File: config.mk
export PLATFORM = sky130hd
export DESIGN_NAME = arp_responder_with_cache
export DESIGN_NICKNAME = d
export VERILOG_FILES = /design/src/rtl/arc_pkg.sv /design/src/rtl/arc_cache_mem.sv /design/src/rtl/arc_ctrl.sv /design/src/rtl/arp_responder_with_cache.sv
export SDC_FILE = /design/constraint.sdc
export NUM_CORES = 2
export LEC_CHECK = 0
export BUFFER_PORTS_ARGS = -buffer_cell sky130_fd_sc_hd__buf_2
export CAP_MARGIN = 5
export CORE_MARGIN = 1.5
export CORE_UTILIZATION = 48
export CTS_CLUSTER_SIZE = 40
export DETAILED_ROUTE_END_ITERATION = 10
export PLACE_DENSITY = 0.65
export SETUP_SLACK_MARGIN = 0.2
export SLEW_MARGIN = 20
export SYNTH_ARGS = -nofsm -noshare
export SYNTH_HDL_FRONTEND = slang
export SYNTH_SLANG_ARGS = --single-unit
File: constraint.sdc
create_clock -name clk -period 21.6 [get_ports clk]
set_input_delay 1.08 -clock clk [delete_from_list [all_inputs] [get_ports clk]]
set_output_delay 1.08 -clock clk [all_outputs]
set_load 0.01 [all_outputs]
File: src/rtl/arc_pkg.sv
`timescale 1ns / 1ps
// ----------------------------------------------------------------------------
// arc_pkg
// Shared types and codes for the ARP responder with proxy cache.
// ----------------------------------------------------------------------------
package arc_pkg;

    localparam int MAC_W     = 48;
    localparam int IP_W      = 32;
    localparam int CFG_IDX_W = 1;
    localparam int CFG_DAT_W = 48;

    localparam logic [CFG_IDX_W-1:0] REG_OWN_MAC = 1'b0;
    localparam logic [CFG_IDX_W-1:0] REG_OWN_IP  = 1'b1;

    localparam logic [15:0] OP_REQUEST     = 16'd1;
    localparam logic [15:0] OP_REPLY       = 16'd2;
    localparam logic [15:0] HW_TYPE_ETH    = 16'd1;
    localparam logic [15:0] PROTO_IPV4     = 16'h0800;
    localparam logic [7:0]  HW_LEN_ETH     = 8'd6;
    localparam logic [7:0]  PROTO_LEN_IPV4 = 8'd4;

    typedef struct packed {
        logic [IP_W-1:0]  ip;
        logic [MAC_W-1:0] mac;
    } entry_t;

    typedef enum logic [1:0] {
        ST_IDLE,
        ST_SCAN,
        ST_LEARN
    } state_t;

endpackage

File: src/rtl/arc_cache_mem.sv
`timescale 1ns / 1ps
// ----------------------------------------------------------------------------
// arc_cache_mem
// Cache entry store: one write port, one read port, registered read data.
// ----------------------------------------------------------------------------
module arc_cache_mem #(
    parameter int DEPTH = 16,
    localparam int AW = (DEPTH > 1) ? $clog2(DEPTH) : 1
) (
    input  logic            clk,
    input  logic            we,
    input  logic [AW-1:0]   waddr,
    input  arc_pkg::entry_t wdata,
    input  logic            re,
    input  logic [AW-1:0]   raddr,
    output arc_pkg::entry_t rdata
);
    import arc_pkg::*;

    entry_t mem [DEPTH];
    entry_t rdata_reg;

    always_ff @(posedge clk)
    begin
        if (we)
        begin
            mem[waddr] <= wdata;
        end
    end

    always_ff @(posedge clk)
    begin
        if (re)
        begin
            rdata_reg <= mem[raddr];
        end
    end

    assign rdata = rdata_reg;

endmodule

File: src/rtl/arc_ctrl.sv
`timescale 1ns / 1ps
// ----------------------------------------------------------------------------
// arc_ctrl
// Packet check, cache scan sequencer, learn write and reply register.
// ----------------------------------------------------------------------------
module arc_ctrl #(
    parameter int CACHE_ENTRIES = 16,
    localparam int IDX_W = (CACHE_ENTRIES > 1) ? $clog2(CACHE_ENTRIES) : 1
) (
    input  logic                    clk,
    input  logic                    rst_n,
    input  logic                    start,
    output logic                    busy,
    input  logic [15:0]             opcode,
    input  logic [15:0]             hw_type,
    input  logic [15:0]             proto_type,
    input  logic [7:0]              hw_len,
    input  logic [7:0]              proto_len,
    input  logic [arc_pkg::MAC_W-1:0] sender_mac,
    input  logic [arc_pkg::IP_W-1:0]  sender_ip,
    input  logic [arc_pkg::IP_W-1:0]  target_ip,
    input  logic [arc_pkg::MAC_W-1:0] own_mac,
    input  logic [arc_pkg::IP_W-1:0]  own_ip,
    output logic                    mem_we,
    output logic [IDX_W-1:0]        mem_waddr,
    output arc_pkg::entry_t         mem_wdata,
    output logic                    mem_re,
    output logic [IDX_W-1:0]        mem_raddr,
    input  arc_pkg::entry_t         mem_rdata,
    output logic                    reply_valid,
    output logic [arc_pkg::MAC_W-1:0] reply_sender_mac,
    output logic [arc_pkg::IP_W-1:0]  reply_sender_ip,
    output logic [arc_pkg::MAC_W-1:0] reply_target_mac,
    output logic [arc_pkg::IP_W-1:0]  reply_target_ip,
    output logic                    answered_from_cache
);
    import arc_pkg::*;

    localparam int CNT_W = $clog2(CACHE_ENTRIES + 1);

    state_t state_reg, state_next;

    logic [CNT_W-1:0] fill_count_reg, fill_count_next;
    logic [IDX_W-1:0] scan_idx_reg, scan_idx_next;

    logic [MAC_W-1:0] pkt_mac_reg;
    logic [IP_W-1:0]  pkt_sip_reg;
    logic [IP_W-1:0]  pkt_tip_reg;

    logic             reply_valid_reg, reply_valid_next;
    logic [MAC_W-1:0] rep_smac_reg, rep_smac_next;
    logic [IP_W-1:0]  rep_sip_reg, rep_sip_next;
    logic [MAC_W-1:0] rep_tmac_reg, rep_tmac_next;
    logic [IP_W-1:0]  rep_tip_reg, rep_tip_next;
    logic             rep_cache_reg, rep_cache_next;

    logic accept;
    logic pkt_ok;
    logic is_req;
    logic own_hit;
    logic scan_go;
    logic has_room;
    logic hit;
    logic last;

    assign busy     = (state_reg != ST_IDLE);
    assign accept   = start && !busy;
    assign pkt_ok   = (hw_type == HW_TYPE_ETH) && (proto_type == PROTO_IPV4)
                   && (hw_len == HW_LEN_ETH) && (proto_len == PROTO_LEN_IPV4)
                   && ((opcode == OP_REQUEST) || (opcode == OP_REPLY));
    assign is_req   = (opcode == OP_REQUEST);
    assign own_hit  = (target_ip == own_ip);
    assign scan_go  = accept && pkt_ok && is_req && !own_hit && (fill_count_reg != '0);
    assign has_room = (fill_count_reg != CNT_W'(CACHE_ENTRIES));
    assign hit      = (mem_rdata.ip == pkt_tip_reg);
    assign last     = ((CNT_W'(scan_idx_reg) + CNT_W'(1)) == fill_count_reg);

    always_comb
    begin
        state_next = state_reg;
        unique case (state_reg)
            ST_IDLE:
            begin
                if (scan_go)
                begin
                    state_next = ST_SCAN;
                end
            end
            ST_SCAN:
            begin
                if (hit || last)
                begin
                    state_next = ST_LEARN;
                end
            end
            ST_LEARN:
            begin
                state_next = ST_IDLE;
            end
            default:
            begin
                state_next = ST_IDLE;
            end
        endcase
    end

    always_comb
    begin
        mem_we           = 1'b0;
        mem_waddr        = fill_count_reg[IDX_W-1:0];
        mem_wdata.ip     = pkt_sip_reg;
        mem_wdata.mac    = pkt_mac_reg;
        mem_re           = 1'b0;
        mem_raddr        = scan_idx_reg + IDX_W'(1);
        scan_idx_next    = scan_idx_reg;
        reply_valid_next = 1'b0;
        rep_smac_next    = rep_smac_reg;
        rep_sip_next     = rep_sip_reg;
        rep_tmac_next    = rep_tmac_reg;
        rep_tip_next     = rep_tip_reg;
        rep_cache_next   = rep_cache_reg;
        unique case (state_reg)
            ST_IDLE:
            begin
                scan_idx_next = '0;
                if (accept && pkt_ok)
                begin
                    if (scan_go)
                    begin
                        mem_re    = 1'b1;
                        mem_raddr = '0;
                    end
                    else
                    begin
                        mem_we        = has_room;
                        mem_wdata.ip  = sender_ip;
                        mem_wdata.mac = sender_mac;
                        if (is_req && own_hit)
                        begin
                            reply_valid_next = 1'b1;
                            rep_smac_next    = own_mac;
                            rep_sip_next     = own_ip;
                            rep_tmac_next    = sender_mac;
                            rep_tip_next     = sender_ip;
                            rep_cache_next   = 1'b0;
                        end
                    end
                end
            end
            ST_SCAN:
            begin
                if (hit)
                begin
                    reply_valid_next = 1'b1;
                    rep_smac_next    = mem_rdata.mac;
                    rep_sip_next     = mem_rdata.ip;
                    rep_tmac_next    = pkt_mac_reg;
                    rep_tip_next     = pkt_sip_reg;
                    rep_cache_next   = 1'b1;
                end
                else if (!last)
                begin
                    mem_re        = 1'b1;
                    scan_idx_next = scan_idx_reg + IDX_W'(1);
                end
            end
            ST_LEARN:
            begin
                mem_we = has_room;
            end
            default:
            begin
                mem_we = 1'b0;
            end
        endcase
    end

    assign fill_count_next = mem_we ? (fill_count_reg + CNT_W'(1)) : fill_count_reg;

    always_ff @(posedge clk or negedge rst_n)
    begin
        if (!rst_n)
        begin
            state_reg       <= ST_IDLE;
            fill_count_reg  <= '0;
            scan_idx_reg    <= '0;
            reply_valid_reg <= 1'b0;
        end
        else
        begin
            state_reg       <= state_next;
            fill_count_reg  <= fill_count_next;
            scan_idx_reg    <= scan_idx_next;
            reply_valid_reg <= reply_valid_next;
        end
    end

    always_ff @(posedge clk)
    begin
        if (accept)
        begin
            pkt_mac_reg <= sender_mac;
            pkt_sip_reg <= sender_ip;
            pkt_tip_reg <= target_ip;
        end
        rep_smac_reg  <= rep_smac_next;
        rep_sip_reg   <= rep_sip_next;
        rep_tmac_reg  <= rep_tmac_next;
        rep_tip_reg   <= rep_tip_next;
        rep_cache_reg <= rep_cache_next;
    end

    assign reply_valid         = reply_valid_reg;
    assign reply_sender_mac    = rep_smac_reg;
    assign reply_sender_ip     = rep_sip_reg;
    assign reply_target_mac    = rep_tmac_reg;
    assign reply_target_ip     = rep_tip_reg;
    assign answered_from_cache = rep_cache_reg;

endmodule

File: src/rtl/arp_responder_with_cache.sv
`timescale 1ns / 1ps
// ----------------------------------------------------------------------------
// arp_responder_with_cache
// ARP responder that answers for its own address and, from a learned cache,
// as a proxy for other stations.
// ----------------------------------------------------------------------------
// A packet is taken when start is high and busy is low. Dropped packets,
// replies (opcode 2), requests for own_ip and requests that meet an empty
// cache finish in the accepting cycle; a request for another IP with k
// learned entries (k at least one) reads the cache one entry per cycle
// through the single read port; it stays busy through the scan state, which
// ends at entry k or earlier on a match, and then the learn state.
// A reply appears on the reply ports for exactly one cycle with reply_valid
// high, in the cycle after the decision, and the receiver cannot stall it.
// The cache fills in order and is never cleared except by reset, so no
// clearing pass is needed. Write own_mac and own_ip only while busy is low.
// ----------------------------------------------------------------------------
module arp_responder_with_cache #(
    parameter int CACHE_ENTRIES = 16
) (
    input  logic                          clk,
    input  logic                          rst_n,
    input  logic                          cfg_we,
    input  logic [arc_pkg::CFG_IDX_W-1:0] cfg_index,
    input  logic [arc_pkg::CFG_DAT_W-1:0] cfg_wdata,
    input  logic                          start,
    output logic                          busy,
    input  logic [15:0]                   opcode,
    input  logic [15:0]                   hw_type,
    input  logic [15:0]                   proto_type,
    input  logic [7:0]                    hw_len,
    input  logic [7:0]                    proto_len,
    input  logic [arc_pkg::MAC_W-1:0]     sender_mac,
    input  logic [arc_pkg::IP_W-1:0]      sender_ip,
    input  logic [arc_pkg::IP_W-1:0]      target_ip,
    output logic                          reply_valid,
    output logic [arc_pkg::MAC_W-1:0]     reply_sender_mac,
    output logic [arc_pkg::IP_W-1:0]      reply_sender_ip,
    output logic [arc_pkg::MAC_W-1:0]     reply_target_mac,
    output logic [arc_pkg::IP_W-1:0]      reply_target_ip,
    output logic                          answered_from_cache
);
    import arc_pkg::*;

    localparam int IDX_W = (CACHE_ENTRIES > 1) ? $clog2(CACHE_ENTRIES) : 1;

    logic [MAC_W-1:0] own_mac_reg;
    logic [IP_W-1:0]  own_ip_reg;

    logic             mem_we;
    logic [IDX_W-1:0] mem_waddr;
    entry_t           mem_wdata;
    logic             mem_re;
    logic [IDX_W-1:0] mem_raddr;
    entry_t           mem_rdata;

    always_ff @(posedge clk or negedge rst_n)
    begin
        if (!rst_n)
        begin
            own_mac_reg <= '0;
            own_ip_reg  <= '0;
        end
        else if (cfg_we)
        begin
            unique case (cfg_index)
                REG_OWN_MAC: own_mac_reg <= cfg_wdata[MAC_W-1:0];
                REG_OWN_IP:  own_ip_reg  <= cfg_wdata[IP_W-1:0];
                default:     own_ip_reg  <= own_ip_reg;
            endcase
        end
    end

    arc_ctrl #(
        .CACHE_ENTRIES(CACHE_ENTRIES)
    ) u_ctrl (
        .clk                 (clk),
        .rst_n               (rst_n),
        .start               (start),
        .busy                (busy),
        .opcode              (opcode),
        .hw_type             (hw_type),
        .proto_type          (proto_type),
        .hw_len              (hw_len),
        .proto_len           (proto_len),
        .sender_mac          (sender_mac),
        .sender_ip           (sender_ip),
        .target_ip           (target_ip),
        .own_mac             (own_mac_reg),
        .own_ip              (own_ip_reg),
        .mem_we              (mem_we),
        .mem_waddr           (mem_waddr),
        .mem_wdata           (mem_wdata),
        .mem_re              (mem_re),
        .mem_raddr           (mem_raddr),
        .mem_rdata           (mem_rdata),
        .reply_valid         (reply_valid),
        .reply_sender_mac    (reply_sender_mac),
        .reply_sender_ip     (reply_sender_ip),
        .reply_target_mac    (reply_target_mac),
        .reply_target_ip     (reply_target_ip),
        .answered_from_cache (answered_from_cache)
    );

    arc_cache_mem #(
        .DEPTH(CACHE_ENTRIES)
    ) u_mem (
        .clk   (clk),
        .we    (mem_we),
        .waddr (mem_waddr),
        .wdata (mem_wdata),
        .re    (mem_re),
        .raddr (mem_raddr),
        .rdata (mem_rdata)
    );

endmodule

==> results.tsv <==
stage	metric	value	unit
setup_path	critical_path_arrival	6.25	ns
placed_design	dpl_cell_area	72900	sq um
cells_and_area	fin_area	78500	sq um
synth	yosysWarnings	0	
clock_tree	cts_tree	built	
synth	synthArstFlopShare	5.33	%
clock_tree	clk_path_buf_depth	3	
synth	synth.avg_cell_area	16.7	sq um
synth	synth_ff_type	edfxtp_1	
die	die_height	381	um
synth	ys_types	44	
setup_path	endpoint_kind	flop	
pwr	p_per_area	87.8	nW/um^2
die	die_w	381	um
cells_and_area	layout.nets	4743	
clock_tree	postCtsSetupBuffers	0	
sta	finalCritPeriodShare	27.0	%
sta	max-slew-margin-rel	22.2	%
sta	drv_slew	0	
sta	setup_viol	0	
clock_tree	cts-resized-gates	0	
synth	syn_nets	4353	
route	drtPass1Iterations	5	
clock_tree	cts-hold-fix-buffers	0	
synth	syn_inst	4119	
synth	ys_seq_elements	1725	
die	dieArea	145000	sq um
cells_and_area	area_growth	14.2	%
setup_path	crit_type	reg -> reg	
placed_design	numPortBuffers	391	
setup_path	start_kind	flop	
synth	synth_edf_count	1633	
cells_and_area	num-fill-cells	11056	
route	ant_nets	0	
global_route	grt_usage	26.8	%
synth	netlist_area	68700	sq um
die	design.core.area	142000	sq um
route	viasPerCell	6.09	
synth	seq_area_frac_synth	74.7	%
sta	tightest_slew	1.17	ns
global_route	first_global_vias	38796	
global_route	grt.overflow.total	0	
status	status	finished clean	
die	rows	138	
cells_and_area	fin_cells	6540	
cells_and_area	regArea	51300	sq um
sta	fmax	171	MHz
clock_tree	insertion_delay	0.82	ns
clock_tree	cts-htree-levels	4	
cells_and_area	drive_gt1_share	21.2	%
route	first_iter_violations	5123	
clock_tree	clk_pin_slew	0.06	ns
global_route	antenna_found_initial	15	
pwr	power.leakage	0.0264	uW
route	drc	0	
sta	rsz0062_at_grt	no	
clock_tree	cts_buffers	176	
placed_design	placed_cells	6221	
setup_path	required	22.02	ns
route	wire_per_inst	30.2	um
job	drv_cap	0	
global_route	grt_max_degree	122	
placed_design	gp_congestion	0.887	
route	via_count	39847	
clock_tree	cts.sinks	1725	
cells_and_area	multi_input_area	16600	sq um
clock_tree	root_buffer	clkbuf_16	
setup_path	rr_worst_depth	9	
sta	fin_crit	5.83	ns
setup_path	critPathMaxFanout	51	
cells_and_area	largest_register_ffs	1280	
sta	finalClockSkew	0.0345	ns
die	start_util	48.5	%
min_path	hp-class	in -> async	
global_route	grt_pass1_wl	279000	um
route	wl	197000	um
die	io_pins	392	
pwr	peakVddDrop	0.0604	mV
sta	finalSetupTns	0	ns
sta	report.final.hold_viol_count	0	
placed_design	hpwl	110000	um
## synth_stat cells (6+ instances only)
master | number | area, sq um
xnor2_1 | 37 | 324
nor2_1 | 89 | 334
mux2i_1 | 160 | 1600
nand2_1 | 571 | 2140
clkbuf_1 | 206 | 773
edfxtp_1 | 1633 | 49000
nor4b_1 | 9 | 78.8
o211a_1 | 80 | 801
nand4_1 | 16 | 100
dfrtp_1 | 92 | 2300
buf_2 | 16 | 80.1
mux4_2 | 160 | 3600
nand3_1 | 164 | 821
mux2_1 | 160 | 1800
nand2b_1 | 6 | 37.5
nor4_1 | 31 | 194
a21oi_1 | 84 | 420
and3_1 | 16 | 100
o211ai_1 | 80 | 601
mux2_2 | 81 | 912
buf_1 | 25 | 93.8
a22oi_1 | 80 | 601
xor2_1 | 37 | 324
o21ai_0 | 165 | 826
nor2b_1 | 84 | 526
## layer usage
layer / GRT usage, % / routed length [um]
met2: 39.3 / 87000
met1: 39.5 / 81200
met4: 7.17 / 4410
met5: 0 / 107
met3: 7.62 / 24500
## worst paths after layout
check,start,to,slack (ns)
worst max register to register,u_ctrl.scan_idx_reg[0]$_DFFE_PN0P_,u_mem.rdata[21]$_DFFE_PP_,15.77
worst min register to register,own_mac_reg[21]$_DFFE_PN0P_,own_mac_reg[21]$_DFFE_PN0P_,0.51
min in group clk,sender_mac[39],u_ctrl.pkt_mac_reg[39]$_DFFE_PP_,0.47
worst max-delay path,u_ctrl.scan_idx_reg[0]$_DFFE_PN0P_,u_mem.rdata[21]$_DFFE_PP_,15.77
worst min-delay path,rst_n,own_mac_reg[47]$_DFFE_PN0P_,0.31
max in group asynchronous,rst_n,u_ctrl.scan_idx_reg[0]$_DFFE_PN0P_,19.76
## area by class of cell
| cell class | count | share of cell area (%) |
|---|---|---|
| tap | 1890 | 3.01 |
| clock inverter | 92 | 1.12 |
| clock buffer | 225 | 6.01 |
| multi-input combinational | 2142 | 21.2 |
| timing repair buffer | 459 | 3.18 |
| sequential | 1725 | 65.4 |
| antenna | 2 | 0.00638 |
| inverter | 5 | 0.0335 |
## power by group
| part | switching [uW] | internal, uW |
|---|---|---|
| logic | 124 | 58.4 |
| registers | 37.5 | 3700 |
| clock network | 1270 | 1700 |
| total | 1430 | 5450 |
## per-stage QoR
stage / power, uW / setup slack (ns) / util, % / hold WS, ns
after floorplan: 3870 / 2.89 / - / 0.481
after global placement: 3980 / 15.32 / 51.4 / 0.490
after detailed placement: 3980 / 15.22 / 51.4 / 0.495
after CTS: 6920 / 15.86 / 55.3 / 0.300
after global routing: 7060 / 15.56 / 55.4 / 0.333
final: 6890 / 15.77 / 55.4 / 0.311
## cells in the final DEF (no fill, tap or decap), drive strengths merged, types with 14 or more instances in the layout
| cell type | synthesis | routed |
|---|---|---|
| xor2 | 37 | 37 |
| clkbuf | 206 | 225 |
| mux2i | 160 | 160 |
| nand3 | 164 | 164 |
| and3 | 16 | 16 |
| a21oi | 84 | 84 |
| buf | 41 | 459 |
| mux2 | 241 | 241 |
| clkinv | 1 | 64 |
| o211ai | 80 | 80 |
| dfrtp | 92 | 92 |
| o211a | 80 | 80 |
| nand4 | 16 | 16 |
| nand2 | 571 | 571 |
| nor4 | 31 | 31 |
| xnor2 | 37 | 37 |
| inv | 4 | 14 |
| o21ai | 165 | 165 |
| a22oi | 80 | 80 |
| nor2 | 89 | 89 |
| edfxtp | 1633 | 1633 |
| nor2b | 84 | 84 |
| mux4 | 160 | 160 |
## cells by family after synthesis
family	Yosys count	synth area share (%)
flops	1725	74.7
simple gates	1005	6.49
mux	561	11.5
compound gates	497	4.85
buf+inv	252	1.41
xor+xnor	74	0.943
fa+ha+maj	5	0.0910
## critical path: stages, from the launching register on
cell and delay [ns]:
dfrtp_4 0.97, buf_4 0.80, ha_4 0.26, nand2b_1 0.11, and2_2 0.65, a211oi_1 0.17
o2111ai_1 0.29, nand3_1 0.30, nand2_4 0.81, buf_4 0.89
Power figures use the tool's default switching activity.
